## config.mk

```make
export PLATFORM = sky130hd
export DESIGN_NAME = gated_sensor_moving_average
export DESIGN_NICKNAME = d
export VERILOG_FILES = /design/src/hw/rtl/gsma_pkg.sv /design/src/hw/rtl/gsma_window.sv /design/src/hw/rtl/gsma_div.sv /design/src/hw/rtl/gated_sensor_moving_average.sv
export SDC_FILE = /design/constraint.sdc
export NUM_CORES = 1
export LEC_CHECK = 0
export BUFFER_PORTS_ARGS = -buffer_cell sky130_fd_sc_hd__buf_2
export CAP_MARGIN = 20
export CELL_PAD_IN_SITES_DETAIL_PLACEMENT = 0
export CELL_PAD_IN_SITES_GLOBAL_PLACEMENT = 2
export CORE_MARGIN = 4
export CORE_UTILIZATION = 45
export DETAILED_ROUTE_END_ITERATION = 12
export PLACE_DENSITY_LB_ADDON = 0.1
export SLEW_MARGIN = 0
export SYNTH_ARGS = -nofsm -noshare
export SYNTH_HDL_FRONTEND = slang
export SYNTH_HIERARCHICAL = 1
export SYNTH_SLANG_ARGS = --single-unit
```

## constraint.sdc

```tcl
create_clock -name clk -period 6.4 [get_ports clk]
set_input_delay 0.64 -clock clk [delete_from_list [all_inputs] [get_ports clk]]
set_output_delay 0.64 -clock clk [all_outputs]
set_load 0.01 [all_outputs]
```

## src/hw/rtl/gsma_pkg.sv

```systemverilog
// shared types and constants for the gated sensor moving average
`timescale 1ns / 1ps

package gsma_pkg;

    localparam int unsigned DATA_W = 16;
    localparam int unsigned TIME_W = 32;
    localparam int unsigned PERIOD_W = 16;
    localparam int unsigned SUM_W = 22;
    localparam int unsigned APB_DATA_W = 32;
    localparam int unsigned APB_ADDR_W = 2;

    localparam logic [APB_ADDR_W-1:0] ADDR_SAMPLE_PERIOD = 2'd0;

    localparam logic [PERIOD_W-1:0] PERIOD_RESET = 16'd1000;
    localparam logic signed [DATA_W-1:0] AVERAGE_RESET = 16'sd2500;

    typedef enum logic [1:0] {
        ST_IDLE,
        ST_UPDATE,
        ST_DIVIDE,
        ST_DELIVER
    } gsma_state_t;

endpackage

```

## src/hw/rtl/gsma_window.sv

```systemverilog
// ring store of the accepted readings, one write and one registered read port
`timescale 1ns / 1ps

module gsma_window #(
    parameter int unsigned DEPTH = 30,
    parameter int unsigned SLOT_W = 5
) (
    input  logic                          clk,
    input  logic                          rd_en,
    input  logic [SLOT_W-1:0]             rd_slot,
    output logic signed [gsma_pkg::DATA_W-1:0] rd_data,
    input  logic                          wr_en,
    input  logic [SLOT_W-1:0]             wr_slot,
    input  logic signed [gsma_pkg::DATA_W-1:0] wr_data
);
    import gsma_pkg::*;

    logic signed [DATA_W-1:0] mem [DEPTH];
    logic signed [DATA_W-1:0] rd_data_reg;

    always_ff @(posedge clk)
    begin
        if (wr_en)
        begin
            mem[wr_slot] <= wr_data;
        end
    end

    always_ff @(posedge clk)
    begin
        if (rd_en)
        begin
            rd_data_reg <= mem[rd_slot];
        end
    end

    assign rd_data = rd_data_reg;

endmodule

```

## src/hw/rtl/gsma_div.sv

```systemverilog
// bit-serial restoring divider, signed sum by unsigned fill count
`timescale 1ns / 1ps

module gsma_div #(
    parameter int unsigned CNT_W = 5
) (
    input  logic                                clk,
    input  logic                                rst_n,
    input  logic                                start,
    input  logic signed [gsma_pkg::SUM_W-1:0]   dividend,
    input  logic [CNT_W-1:0]                    divisor,
    output logic                                done,
    output logic signed [gsma_pkg::DATA_W-1:0]  quotient
);
    import gsma_pkg::*;

    localparam int unsigned STEP_W = $clog2(SUM_W + 1);

    logic [SUM_W-1:0]  quo_reg, quo_next;
    logic [CNT_W-1:0]  rem_reg, rem_next;
    logic [CNT_W-1:0]  dsr_reg, dsr_next;
    logic              neg_reg, neg_next;
    logic [STEP_W-1:0] step_reg, step_next;
    logic              run_reg, run_next;
    logic              done_reg, done_next;
    logic [CNT_W:0]    trial;
    logic [SUM_W-1:0]  quo_signed;

    // one quotient bit per cycle, msb first
    assign trial = {rem_reg, quo_reg[SUM_W-1]};

    always_comb
    begin
        quo_next = quo_reg;
        rem_next = rem_reg;
        dsr_next = dsr_reg;
        neg_next = neg_reg;
        step_next = step_reg;
        run_next = run_reg;
        done_next = 1'b0;
        if (start)
        begin
            quo_next = dividend[SUM_W-1] ? (~dividend + 1'b1) : dividend;
            rem_next = '0;
            dsr_next = divisor;
            neg_next = dividend[SUM_W-1];
            step_next = STEP_W'(SUM_W);
            run_next = 1'b1;
        end
        else if (run_reg)
        begin
            if (trial >= {1'b0, dsr_reg})
            begin
                rem_next = CNT_W'(trial - {1'b0, dsr_reg});
                quo_next = {quo_reg[SUM_W-2:0], 1'b1};
            end
            else
            begin
                rem_next = trial[CNT_W-1:0];
                quo_next = {quo_reg[SUM_W-2:0], 1'b0};
            end
            step_next = step_reg - 1'b1;
            if (step_reg == STEP_W'(1))
            begin
                run_next = 1'b0;
                done_next = 1'b1;
            end
        end
    end

    always_ff @(posedge clk or negedge rst_n)
    begin
        if (!rst_n)
        begin
            run_reg <= 1'b0;
            done_reg <= 1'b0;
            step_reg <= '0;
        end
        else
        begin
            run_reg <= run_next;
            done_reg <= done_next;
            step_reg <= step_next;
        end
    end

    always_ff @(posedge clk)
    begin
        quo_reg <= quo_next;
        rem_reg <= rem_next;
        dsr_reg <= dsr_next;
        neg_reg <= neg_next;
    end

    // quotient magnitude always fits the reading width, truncation toward zero
    assign quo_signed = neg_reg ? (~quo_reg + 1'b1) : quo_reg;
    assign quotient = quo_signed[DATA_W-1:0];
    assign done = done_reg;

endmodule

```

## src/hw/rtl/gated_sensor_moving_average.sv

```systemverilog
// top level of the gated sensor moving average: gate, ring, running sum and serial divide
//
// channel   direction  handshake               payload
// in        sink       in_valid / in_ready     time_ms, reading
// out       source     out_valid / out_ready   average, taken
// apb       sink       psel/penable/pready     paddr, pwdata, prdata (sample period)
//
// a gated-off beat goes from acceptance straight to the deliver state
// a taken beat passes through update, divide and deliver after acceptance
// the serial divider sets how long divide lasts: 22 quotient bits, one a cycle, then a done cycle
// one beat in flight; out holds its beat in a register, the next in beat is taken meanwhile
// rst_n clears gate, sum, counts and average (2500); ring contents stay unknown
`timescale 1ns / 1ps

module gated_sensor_moving_average #(
    parameter int unsigned WINDOW = 30
) (
    input  logic                                    clk,
    input  logic                                    rst_n,
    // input beats
    input  logic                                    in_valid,
    output logic                                    in_ready,
    input  logic [gsma_pkg::TIME_W-1:0]             time_ms,
    input  logic signed [gsma_pkg::DATA_W-1:0]      reading,
    // result beats
    output logic                                    out_valid,
    input  logic                                    out_ready,
    output logic signed [gsma_pkg::DATA_W-1:0]      average,
    output logic                                    taken,
    // configuration
    input  logic                                    psel,
    input  logic                                    penable,
    input  logic                                    pwrite,
    input  logic [gsma_pkg::APB_ADDR_W-1:0]         paddr,
    input  logic [gsma_pkg::APB_DATA_W-1:0]         pwdata,
    output logic [gsma_pkg::APB_DATA_W-1:0]         prdata,
    output logic                                    pready
);
    import gsma_pkg::*;

    // fill count must reach WINDOW itself
    localparam int unsigned CNT_W = $clog2(WINDOW + 1);
    localparam logic [CNT_W-1:0] WINDOW_CNT = CNT_W'(WINDOW);
    localparam logic [CNT_W-1:0] LAST_SLOT = CNT_W'(WINDOW - 1);

    gsma_state_t state_reg, state_next;

    // configuration
    logic [PERIOD_W-1:0] period_reg, period_next;
    logic                cfg_write;

    // gate state
    logic              have_reg, have_next;
    logic [TIME_W-1:0] last_time_reg, last_time_next;
    logic [TIME_W-1:0] elapsed;
    logic              gate_open;
    logic              in_beat;

    // window state
    logic signed [SUM_W-1:0]  sum_reg, sum_next;
    logic [CNT_W-1:0]         fill_reg, fill_next;
    logic [CNT_W-1:0]         slot_reg, slot_next;
    logic signed [DATA_W-1:0] avg_reg, avg_next;
    logic signed [DATA_W-1:0] sample_reg, sample_next;
    logic                     took_reg, took_next;
    logic                     ring_full;

    // ring and divider hookup
    logic                     win_rd_en;
    logic                     win_wr_en;
    logic signed [DATA_W-1:0] win_old;
    logic                     div_start;
    logic                     div_done;
    logic signed [DATA_W-1:0] div_quotient;

    // result register
    logic                     out_valid_reg, out_valid_next;
    logic signed [DATA_W-1:0] out_avg_reg, out_avg_next;
    logic                     out_taken_reg, out_taken_next;

    // apb: single register, writes land on the access phase
    assign pready = 1'b1;
    assign cfg_write = psel && penable && pwrite && (paddr == ADDR_SAMPLE_PERIOD);
    assign prdata = (paddr == ADDR_SAMPLE_PERIOD) ? APB_DATA_W'(period_reg) : '0;
    assign period_next = cfg_write ? pwdata[PERIOD_W-1:0] : period_reg;

    // elapsed time wraps modulo 2^32, first beat after reset always passes
    assign elapsed = time_ms - last_time_reg;
    assign gate_open = !have_reg || (elapsed >= TIME_W'(period_reg));
    assign in_ready = (state_reg == ST_IDLE);
    assign in_beat = in_valid && in_ready;
    assign ring_full = (fill_reg == WINDOW_CNT);

    // old entry is fetched on acceptance, ready for the update cycle
    assign win_rd_en = in_beat && gate_open;

    always_comb
    begin
        state_next = state_reg;
        have_next = have_reg;
        last_time_next = last_time_reg;
        sum_next = sum_reg;
        fill_next = fill_reg;
        slot_next = slot_reg;
        avg_next = avg_reg;
        sample_next = sample_reg;
        took_next = took_reg;
        out_valid_next = out_valid_reg;
        out_avg_next = out_avg_reg;
        out_taken_next = out_taken_reg;
        win_wr_en = 1'b0;
        div_start = 1'b0;

        if (out_valid_reg && out_ready)
        begin
            out_valid_next = 1'b0;
        end

        case (state_reg)
            ST_IDLE:
            begin
                if (in_beat)
                begin
                    sample_next = reading;
                    took_next = gate_open;
                    if (gate_open)
                    begin
                        have_next = 1'b1;
                        last_time_next = time_ms;
                        state_next = ST_UPDATE;
                    end
                    else
                    begin
                        state_next = ST_DELIVER;
                    end
                end
            end
            ST_UPDATE:
            begin
                // drop the oldest entry only once the ring has wrapped
                sum_next = sum_reg + SUM_W'(sample_reg)
                           - (ring_full ? SUM_W'(win_old) : SUM_W'(0));
                if (!ring_full)
                begin
                    fill_next = fill_reg + 1'b1;
                end
                win_wr_en = 1'b1;
                slot_next = (slot_reg == LAST_SLOT) ? '0 : slot_reg + 1'b1;
                div_start = 1'b1;
                state_next = ST_DIVIDE;
            end
            ST_DIVIDE:
            begin
                if (div_done)
                begin
                    avg_next = div_quotient;
                    state_next = ST_DELIVER;
                end
            end
            ST_DELIVER:
            begin
                // result register must be free or emptying this cycle
                if (!out_valid_reg || out_ready)
                begin
                    out_valid_next = 1'b1;
                    out_avg_next = avg_reg;
                    out_taken_next = took_reg;
                    state_next = ST_IDLE;
                end
            end
            default:
            begin
                state_next = ST_IDLE;
            end
        endcase
    end

    always_ff @(posedge clk or negedge rst_n)
    begin
        if (!rst_n)
        begin
            state_reg <= ST_IDLE;
            period_reg <= PERIOD_RESET;
            have_reg <= 1'b0;
            last_time_reg <= '0;
            sum_reg <= '0;
            fill_reg <= '0;
            slot_reg <= '0;
            avg_reg <= AVERAGE_RESET;
            out_valid_reg <= 1'b0;
        end
        else
        begin
            state_reg <= state_next;
            period_reg <= period_next;
            have_reg <= have_next;
            last_time_reg <= last_time_next;
            sum_reg <= sum_next;
            fill_reg <= fill_next;
            slot_reg <= slot_next;
            avg_reg <= avg_next;
            out_valid_reg <= out_valid_next;
        end
    end

    // payload registers, no reset needed
    always_ff @(posedge clk)
    begin
        sample_reg <= sample_next;
        took_reg <= took_next;
        out_avg_reg <= out_avg_next;
        out_taken_reg <= out_taken_next;
    end

    gsma_window #(
        .DEPTH  (WINDOW),
        .SLOT_W (CNT_W)
    ) u_window (
        .clk     (clk),
        .rd_en   (win_rd_en),
        .rd_slot (slot_reg),
        .rd_data (win_old),
        .wr_en   (win_wr_en),
        .wr_slot (slot_reg),
        .wr_data (sample_reg)
    );

    // divisor is the fill count after this beat, never zero
    gsma_div #(
        .CNT_W (CNT_W)
    ) u_div (
        .clk      (clk),
        .rst_n    (rst_n),
        .start    (div_start),
        .dividend (sum_next),
        .divisor  (fill_next),
        .done     (div_done),
        .quotient (div_quotient)
    );

    assign out_valid = out_valid_reg;
    assign average = out_avg_reg;
    assign taken = out_taken_reg;

endmodule

```

==> impl_metrics.env, run 1 <==
export IMPL_synth_flop_cell="edfxtp_1"
export IMPL_final_common_cell="edfxtp_1"
export IMPL_wl_per_cell_um=22.10
export IMPL_synth_edf_count=558
export IMPL_rsz0062_at_grt="false"
export IMPL_viasPerCell=5.409
export IMPL_syn_avg_cell_area_um2=14.30
export IMPL_whs_ns=0.01735
export IMPL_fillers=5887
export IMPL_ys_top_cells_by_area="edfxtp_1, dfrtp_1, mux4_2"
export IMPL_timing_setup_tns_ns=0
export IMPL_first_global_vias=18370
export IMPL_gp_congestion=0.8090
export IMPL_start_util_pct=45.53
export IMPL_slew_viol_final=0
export IMPL_tightest_slew_ns=1.149
export IMPL_cts_root_buf="clkbuf_16"
export IMPL_leakage_nw=12.65
export IMPL_synth_area_leader_cell="edfxtp_1"
export IMPL_yosysUniqueCellTypes=95
export IMPL_drive_above_1_share_pct=19.42
export IMPL_worst_clock_skew_ns=0.02628
export IMPL_grt_ovfl_total=0
export IMPL_first_iter_violations=1151
export IMPL_ys_async_sr_fraction_pct=15.97
export IMPL_die_w_um=271.9
export IMPL_grt_max_degree=70
export IMPL_cts_resized=0
export IMPL_grt_pass1_wl_um=111900
export IMPL_min_period_over_period_pct=88.50
export IMPL_status="finished, final reports clean"
export IMPL_die_area_mm2=0.07392
export IMPL_vias=18040
export IMPL_cts_num_sinks=670
export IMPL_drc=0
export IMPL_grtUsageTotal_pct=19.92
export IMPL_layout_common_cells="edfxtp_1, inv_1, nand2_1"
export IMPL_critPathArrivalTime_ns=6.02
export IMPL_ir_worst_vdd_mv=0.2372
export IMPL_crit_path_end_kind="flip-flop"
export IMPL_register_area_mm2=0.01955
export IMPL_p_per_area_mw_per_mm2=260.8
export IMPL_htree_num_levels=3
export IMPL_synthesis_area_mm2=0.03134
export IMPL_dp_hpwl_um=50450
export IMPL_fin_nets=2544
export IMPL_start_kind="flip-flop"
export IMPL_setup_viol=0
export IMPL_port_buffers=107
export IMPL_io_pins=141
export IMPL_largest_register_ffs=480
export IMPL_period_needed_ns=5.664
export IMPL_fp_coreArea_mm2=0.06883
export IMPL_hold_class="input pin to asynchronous set/reset pin"
export IMPL_ant_nets=0
export IMPL_hold_viol_final=0
export IMPL_clk_pin_slew_ns=0.06
export IMPL_multi_input_area_mm2=0.01050
export IMPL_wirelength_um=73740
export IMPL_clk_latency_ns=0.62
export IMPL_worstSetupPathType="flip-flop to flip-flop"
export IMPL_timing_fmax_mhz=176.6
export IMPL_grt_antenna_before_repair=2
export IMPL_max_cap_viol_count=0
export IMPL_required_ns=6.76
export IMPL_slew_headroom_pct=23.19
export IMPL_num_rows=96
export IMPL_post_cts_setup_buffers=0
export IMPL_die_h_um=271.9
export IMPL_yosys_warnings=6
export IMPL_numCtsBuffers=73
export IMPL_area_growth_pct=12.70
export IMPL_yosysTopAreaCellShare_pct=53.47
export IMPL_cts_hold_fix_buffers=0
export IMPL_ctsLongestPathBuffers=3
export IMPL_synth_cells=2192
export IMPL_cts_tree="built"
export IMPL_diodes=0
export IMPL_cp_max_fo=17
export IMPL_drtPass1Iterations=5
export IMPL_yosys_register_bits=670
export IMPL_ys_seq_area_share_pct=62.38
## cell type report
cell class	instances	area share, %
multi-input cells	1263	29.74
well taps	931	3.298
clock buffers	96	5.676
inverters	167	1.775
flip-flops and latches	670	55.37
clock inverters	38	1.201
repair buffers	171	2.944
## logic make-up after synthesis
kind of cell / synth area share (%)
AO/OA/AOI/OAI: 7.443
XOR/XNOR: 2.096
adder cells (fa/ha/maj): 4.903
buffers and inverters: 4.324
flip-flops: 62.38
multiplexers: 11.22
other: 0.02397
AND/OR/NAND/NOR: 7.606
## cell usage after synthesis (all sizes together) (10+ instances only)
master    n
and2     20
buf      79
nand3    32
fa       23
a211oi   18
nand2   133
a21oi    89
nand4    23
inv     165
nor4     11
mux2i    81
xnor2    48
mux4     73
o21ai    84
nor3     39
or3      13
nand3b   12
mux2     80
nor2    117
nor2b    21
clkbuf   28
a21o     19
xor2     27
o211ai   10
dfrtp    96
o22ai    25
dfstp    11
a22oi    18
edfxtp  558
o21a     11
ha       86
o31ai    10
nand2b   17
## per-stage QoR
| step | setup WS (ns) | instance area, um^2 | power [W] | std cells | utilization [%] |
|---|---|---|---|---|---|
| after global placement | 0.6513 | 32880 | 0.005099 | 3201 | 47.78 |
| after global routing | 0.1871 | 35320 | 0.009554 | 3336 | 51.31 |
| after floorplan | 0.9010 | 31390 | 0.004994 | 2207 | - |
| after CTS | 0.6909 | 35320 | 0.009340 | 3336 | 51.31 |
| final | 0.7362 | 35320 | 0.009212 | 3336 | 51.31 |
| after detailed placement | 0.5528 | 32890 | 0.005100 | 3202 | 47.78 |
## worst max-delay path: stages, from the launching register on
cell	delay, ns
dfrtp_1	0.40
inv_1	0.06
ha_1	0.23
nand2_1	0.07
nor3_1	0.04
buf_4	0.18
and2_1	0.18
fa_1	0.47
inv_1	0.04
ha_1	0.37
a21o_1	0.21
a21o_1	0.19
a221oi_1	0.34
o311ai_0	0.26
a31o_2	0.31
a21oi_1	0.19
nor2b_1	0.09
o41a_1	0.32
xnor2_1	0.23
nand2_1	0.10
xnor2_1	0.22
clkinv_1	0.31
and3_1	0.28
a221oi_1	0.20
nand3_1	0.11
## power by group
part           internal, W  switching (W)
combinational     0.000115       0.000189
clock              0.00247        0.00173
sequential         0.00470     0.00000694
total              0.00729        0.00193
## path summary, 6_finish.rpt
path / slack (ns) / to / start / depth (start not counted)
max in group asynchronous: 5.00 / sum_reg[3] / rst_n / 2
min in group clk: 0.20 / sample_reg[4] / reading[4] / 1
max: 0.74 / u_div/quo_reg[18] / fill_reg[0] / 24
min reg2reg: 0.45 / average[9] / avg_reg[9] / 0
min: 0.02 / last_time_reg[13] / rst_n / 1
max reg2reg: 0.74 / u_div/quo_reg[18] / fill_reg[0] / 24
## metal layers
metal / vias up / track usage [%] / routed length [um]
met5: - / 0 / 0
met4: 0 / 6.323 / 2268
met3: 133 / 3.277 / 3049
met2: 358 / 34.61 / 37050
met1: 9032 / 25.71 / 31360
li1: 8520 / - / -
No activity file was read; power rests on OpenSTA's default activity.
==> inputs of run 2 (changes only) <==
Settings changed: RECOVER_POWER from default to 100.
==> run 2 against run 1 <==
Compared with the run above:
- the flow now finishes with violations (capacitance limit, slew limit)
- highest routed layer unchanged
- non-clock buffer count stayed put
- maximum frequency decreased by 0.36%
- clock skew decreased by 0.00085 ns
- via count about the same
- critical path depth unchanged
- critical endpoint unchanged
- utilization is 0.52 points lower
- global-route usage did not move
- power barely moved
- sequential cell count unchanged
==> impl_metrics.env, run 2 (synthesized netlist as in run 1, its figures left out) <==
export IMPL_slew_headroom_pct=-77.78
export IMPL_dp_hpwl_um=50450
export IMPL_layout_common_cells="edfxtp_1, inv_1, nand2_1"
export IMPL_cp_max_fo=17
export IMPL_place_ws_ns=0.5528
export IMPL_cp_slowest_cell="fa_1"
export IMPL_grt_max_degree=70
export IMPL_cts_tree="built"
export IMPL_timing_fmax_mhz=175.9
export IMPL_worstSetupPathType="flip-flop to flip-flop"
export IMPL_wl_per_cell_um=22.10
export IMPL_cts_root_buf="clkbuf_16"
export IMPL_vias=18050
export IMPL_port_buffers=107
export IMPL_whs_ns=0.1969
export IMPL_layout_cells_non_filler=3336
export IMPL_start_util_pct=45.53
export IMPL_swShare_pct=20.95
export IMPL_die_h_um=271.9
export IMPL_worstSetupPathDepth=24
export IMPL_num_rows=96
export IMPL_max_cap_viol_count=7
export IMPL_io_pins=141
export IMPL_drc=0
export IMPL_diodes=0
export IMPL_final_common_cell="edfxtp_1"
export IMPL_die_area_mm2=0.07392
export IMPL_max_stage_delay_ns=0.47
export IMPL_crit_path_end_kind="flip-flop"
export IMPL_wirelength_um=73710
export IMPL_grtUsageTotal_pct=19.92
export IMPL_cp_top_family="compound AO/OA/AOI/OAI gates"
export IMPL_area_growth_pct=11.56
export IMPL_worst_clock_skew_ns=0.02543
export IMPL_numCtsBuffers=73
export IMPL_start_kind="flip-flop"
export IMPL_hold_class="input pin to flip-flop"
export IMPL_setup_viol=0
export IMPL_ant_nets=0
export IMPL_clk_pin_slew_ns=0.06
export IMPL_largest_register_ffs=480
export IMPL_crit_chain="inv_1 > ha_1 > nand2_1 > nor3_1 > buf_4 > and2_1 > fa_1 > inv_1 > ha_1 > a21o_1 > a21o_1 > a221oi_1 > o311ai_0 > a31o_2 > a21oi_1 > nor2b_1 > o41a_1 > xnor2_1 > nand2_1 > xnor2_1 > clkinv_1 > and3_1 > a221oi_1 > nand3_1"
export IMPL_cts_hold_fix_buffers=0
export IMPL_fin_nets=2544
export IMPL_min_period_over_period_pct=88.81
export IMPL_drive_above_1_share_pct=14.55
export IMPL_grt_antenna_before_repair=2
export IMPL_setup_slack_ns=0.7160
export IMPL_post_cts_setup_buffers=0
export IMPL_required_ns=6.76
export IMPL_gp_congestion=0.8090
export IMPL_grt_ovfl_total=0
export IMPL_cts_resized=0
export IMPL_grt_pass1_wl_um=111900
export IMPL_htree_num_levels=3
export IMPL_first_global_vias=18370
export IMPL_status="finished with violations"
export IMPL_dp_cells=3202
export IMPL_viasPerCell=5.411
export IMPL_crit_buf_inv=4
export IMPL_clk_latency_ns=0.62
export IMPL_timing_setup_tns_ns=0
export IMPL_critPathArrivalTime_ns=6.04
export IMPL_cts_num_sinks=670
export IMPL_pwr_share_seq_pct=51.1
export IMPL_power_frac_comb_pct=3.3
export IMPL_p_per_area_mw_per_mm2=263.5
export IMPL_die_w_um=271.9
export IMPL_power_net_switching_w=0.001930
export IMPL_leakage_nw=12.30
export IMPL_r2r_cells=24
export IMPL_hold_path_depth=1
export IMPL_tightest_slew_ns=2.667
export IMPL_ctsLongestPathBuffers=3
export IMPL_fp_coreArea_mm2=0.06883
export IMPL_violations="capacitance limit, slew limit"
export IMPL_ir_worst_vdd_mv=0.2373
export IMPL_slew_viol_final=302
export IMPL_period_needed_ns=5.684
export IMPL_rsz0062_at_grt="false"
export IMPL_hold_viol_final=0
export IMPL_clockPowerShare_pct=45.7
export IMPL_first_iter_violations=1119
export IMPL_drtPass1Iterations=5
export IMPL_intPower_w=0.007283
[run 2: metal layers]
| metal | part of all wire, % | up-vias | wire, um | track usage [%] |
|---|---|---|---|---|
| li1 | - | 8525 | - | - |
| met4 | 3.1 | 0 | 2262 | 6.323 |
| met3 | 4.1 | 130 | 2997 | 3.277 |
| met1 | 43 | 9062 | 31440 | 25.71 |
| met5 | 0 | - | 0 | 0 |
| met2 | 50 | 333 | 37010 | 34.61 |
[run 2: final timing paths]
kind / startpoint / to / slack, ns
max: fill_reg[0] / u_div/quo_reg[18] / 0.72
min: reading[4] / sample_reg[4] / 0.20
min reg2reg: avg_reg[9] / average[9] / 0.45
max in group asynchronous: rst_n / sum_reg[3] / 2.88
max reg2reg: fill_reg[0] / u_div/quo_reg[18] / 0.72
min in group asynchronous: rst_n / last_time_reg[13] / 0.73
[run 2: per-stage QoR]
stage / util (%) / power (W) / cell area (um^2)
after floorplan: - / 0.004994 / 31390
after global placement: 47.78 / 0.005099 / 32880
after global routing: 50.79 / 0.009549 / 34960
after CTS: 51.31 / 0.009340 / 35320
after detailed placement: 47.78 / 0.005100 / 32890
final: 50.79 / 0.009213 / 34960
[run 2: power by group through the flow]
stage               clock network, W  registers (W)  logic [W]
floorplan                          0        0.00479   0.000202
global placement                   0        0.00479   0.000305
detailed placement                 0        0.00479   0.000305
CTS                          0.00433        0.00470   0.000309
global route                 0.00450        0.00470   0.000341
finish                       0.00421        0.00471   0.000300
[run 2: area by class of cell]
| type | count | area, um^2 |
|---|---|---|
| multi-input combinational | 1263 | 10380 |
| fill | 5983 | 33870 |
| clock buffer | 96 | 2004 |
| inverter | 167 | 626.9 |
| clock inverter | 38 | 424.2 |
| timing repair buffer | 171 | 810.8 |
| tap | 931 | 1165 |
| sequential | 670 | 19550 |
[run 2: worst reg2reg max path: cells and delay by family, from the launching register on]
| kind | cells | cell delay [ns] |
|---|---|---|
| flip-flops | 1 | 0.40 |
| adder cells (fa/ha/maj) | 3 | 1.07 |
| AO/OA/AOI/OAI | 8 | 2.03 |
| XOR/XNOR | 2 | 0.45 |
| AND/OR/NAND/NOR | 7 | 0.88 |
| buffers and inverters | 4 | 0.60 |
==> inputs of run 3 (changes only) <==
Settings changed: GPL_TIMING_DRIVEN from default to 0.
==> run 3 against run 2 <==
Compared with the run above:
- the flow still finishes with violations (capacitance limit, slew limit)
- global-route usage is 1.1 points higher
- first-iteration DRC count fell by 0.63%
- power up 1.0%
- clock-buffer cell count fell by 5
- critical path depth shrank 6
- clock power up 2%
- clock skew grew 0.0078 ns
- final area rose by 2.6%
- via count is 3.1% higher
- critical path type unchanged
- critical endpoint is now u_div/quo_reg[21]
==> impl_metrics.env, run 3 (synthesized netlist as in run 1, its figures left out) <==
export IMPL_period_needed_ns=5.911
export IMPL_drc=0
export IMPL_fp_coreArea_mm2=0.06883
export IMPL_port_buffers=105
export IMPL_die_area_mm2=0.07392
export IMPL_setup_slack_ns=0.4888
export IMPL_viasPerCell=5.420
export IMPL_vias=18600
export IMPL_fin_nets=2637
export IMPL_io_pins=141
export IMPL_crit_path_end_kind="flip-flop"
export IMPL_rsz0062_at_grt="false"
export IMPL_final_area_mm2=0.03586
export IMPL_max_stage_delay_ns=0.91
export IMPL_cp_max_fo=21
export IMPL_required_ns=6.86
export IMPL_min_period_over_period_pct=92.36
export IMPL_place_ws_ns=-0.7861
export IMPL_worstSetupPathType="flip-flop to flip-flop"
export IMPL_wirelength_um=78010
export IMPL_cts_root_buf="clkbuf_16"
export IMPL_die_w_um=271.9
export IMPL_grt_antenna_before_repair=0
export IMPL_crit_chain="clkbuf_1 > inv_1 > fa_1 > inv_1 > ha_1 > and4_1 > a221oi_2 > o311ai_1 > a31o_2 > a21oi_1 > nor2b_1 > o41a_1 > xnor2_2 > nand2_1 > xnor2_4 > inv_1 > nor3_1 > a32o_1"
export IMPL_tightest_slew_ns=3.262
export IMPL_gp_congestion=0.8415
export IMPL_fillers=5912
export IMPL_clk_latency_ns=0.63
export IMPL_worst_clock_skew_ns=0.03323
export IMPL_drtPass1Iterations=5
export IMPL_dp_hpwl_um=56200
export IMPL_layout_cells_non_filler=3432
export IMPL_cts_tree="built"
export IMPL_htree_num_levels=3
export IMPL_ant_nets=0
export IMPL_numCtsBuffers=75
export IMPL_final_common_cell="edfxtp_1"
export IMPL_largest_register_ffs=480
export IMPL_hold_viol_final=0
export IMPL_timing_setup_tns_ns=0
export IMPL_wl_per_cell_um=22.73
export IMPL_leakage_nw=12.79
export IMPL_grtUsageTotal_pct=21.02
export IMPL_drive_above_1_share_pct=16.29
export IMPL_cp_slowest_cell="clkbuf_1"
export IMPL_ctsLongestPathBuffers=3
export IMPL_slew_headroom_pct=-117.4
export IMPL_area_growth_pct=14.43
export IMPL_p_per_area_mw_per_mm2=259.6
export IMPL_first_iter_violations=1112
export IMPL_ir_worst_vdd_mv=0.2447
export IMPL_grt_pass1_wl_um=117400
export IMPL_die_h_um=271.9
export IMPL_start_kind="flip-flop"
export IMPL_placed_area_mm2=0.03377
export IMPL_finalPower_w=0.009307
export IMPL_cts_num_sinks=670
export IMPL_layout_common_cells="edfxtp_1, inv_1, nand2_1"
export IMPL_first_global_vias=18750
export IMPL_cpMostUsedCell="inv_1"
export IMPL_clk_pin_slew_ns=0.06
export IMPL_grt_max_degree=74
export IMPL_grt_ovfl_total=0
export IMPL_status="finished with violations"
export IMPL_timing_fmax_mhz=169.2
export IMPL_dp_cells=3279
export IMPL_max_cap_viol_count=3
export IMPL_violations="capacitance limit, slew limit"
export IMPL_start_util_pct=45.53
export IMPL_hold_class="input pin to flip-flop"
export IMPL_critPathArrivalTime_ns=6.37
export IMPL_num_rows=96
export IMPL_setup_viol=0
export IMPL_slew_viol_final=127
run 3: cell count changes in the layout (fill, tap and decap cells not counted), moves of 5 or more:
cell	change
buf_2	+14
buf_1	+9
clkbuf_8	-7
buf_6	+13
clkbuf_1	+24
buf_4	+15
clkinv_2	-5
buf_16	+8
run 3: metal layers:
layer,global-route usage [%],vias up,wire length (um)
met5,0,-,0
met4,6.035,0,2138
met3,2.634,111,3179
met2,36.71,434,39300
met1,27.80,9345,33390
li1,-,8711,-
run 3: critical path: cells and delay by family, from the launching register on:
kind | cells | cell delay [ns]
buf+inv | 4 | 1.31
flops | 1 | 0.53
xor+xnor | 2 | 0.48
fa+ha+maj | 2 | 0.89
simple gates | 4 | 0.90
compound gates | 6 | 1.61
run 3: final timing paths:
check                                         end  depth (start not counted)  slack, ns      startpoint
worst max-delay path            u_div/quo_reg[21]                         18       0.49  sample_reg[10]
min in group asynchronous           period_reg[0]                          2       1.15           rst_n
worst max register to register  u_div/quo_reg[21]                         18       0.49  sample_reg[10]
worst min register to register        average[14]                          0       0.44     avg_reg[14]
worst min-delay path                sample_reg[4]                          1       0.18      reading[4]
max in group asynchronous             fill_reg[4]                          3       1.16           rst_n
run 3: area by class of cell:
| cell class | count | area [um^2] | share of cell area (%) |
|---|---|---|---|
| Antenna cell | 2 | 5.005 | 0.01396 |
| Buffer | 107 | 726.9 | 2.027 |
| Clock buffer | 91 | 1937 | 5.402 |
| Clock inverter | 46 | 543.0 | 1.514 |
| Inverter | 167 | 626.9 | 1.748 |
| Multi-Input combinational cell | 1263 | 10420 | 29.07 |
| Sequential cell | 670 | 19550 | 54.52 |
| Tap cell | 931 | 1165 | 3.249 |
| Timing Repair Buffer | 155 | 883.3 | 2.464 |
run 3: where the power goes:
group | switching (W) | internal, W | leakage, nW
Combinational | 0.000188 | 0.000120 | 5.17
Sequential | 0.00000685 | 0.00470 | 6.44
Clock | 0.00178 | 0.00252 | 1.19
run 3: repair_timing:
action | CTS | global route
buffers inserted | 0 | 2
cloned | 0 | 0
endpoints found under the setup margin | 21 | 20
pin swaps | 0 | 3
gates resized for setup | 5 | 8
hold buffers | 1 | 0
hold endpoints to repair | 28 | 0
run 3: through the flow:
stage	util [%]	hold slack [ns]
after global placement	48.07	0.4294
final	52.10	0.1797
after floorplan	-	0.3444
after global routing	52.09	0.1494
after CTS	52.72	0.1403
after detailed placement	49.06	0.4321
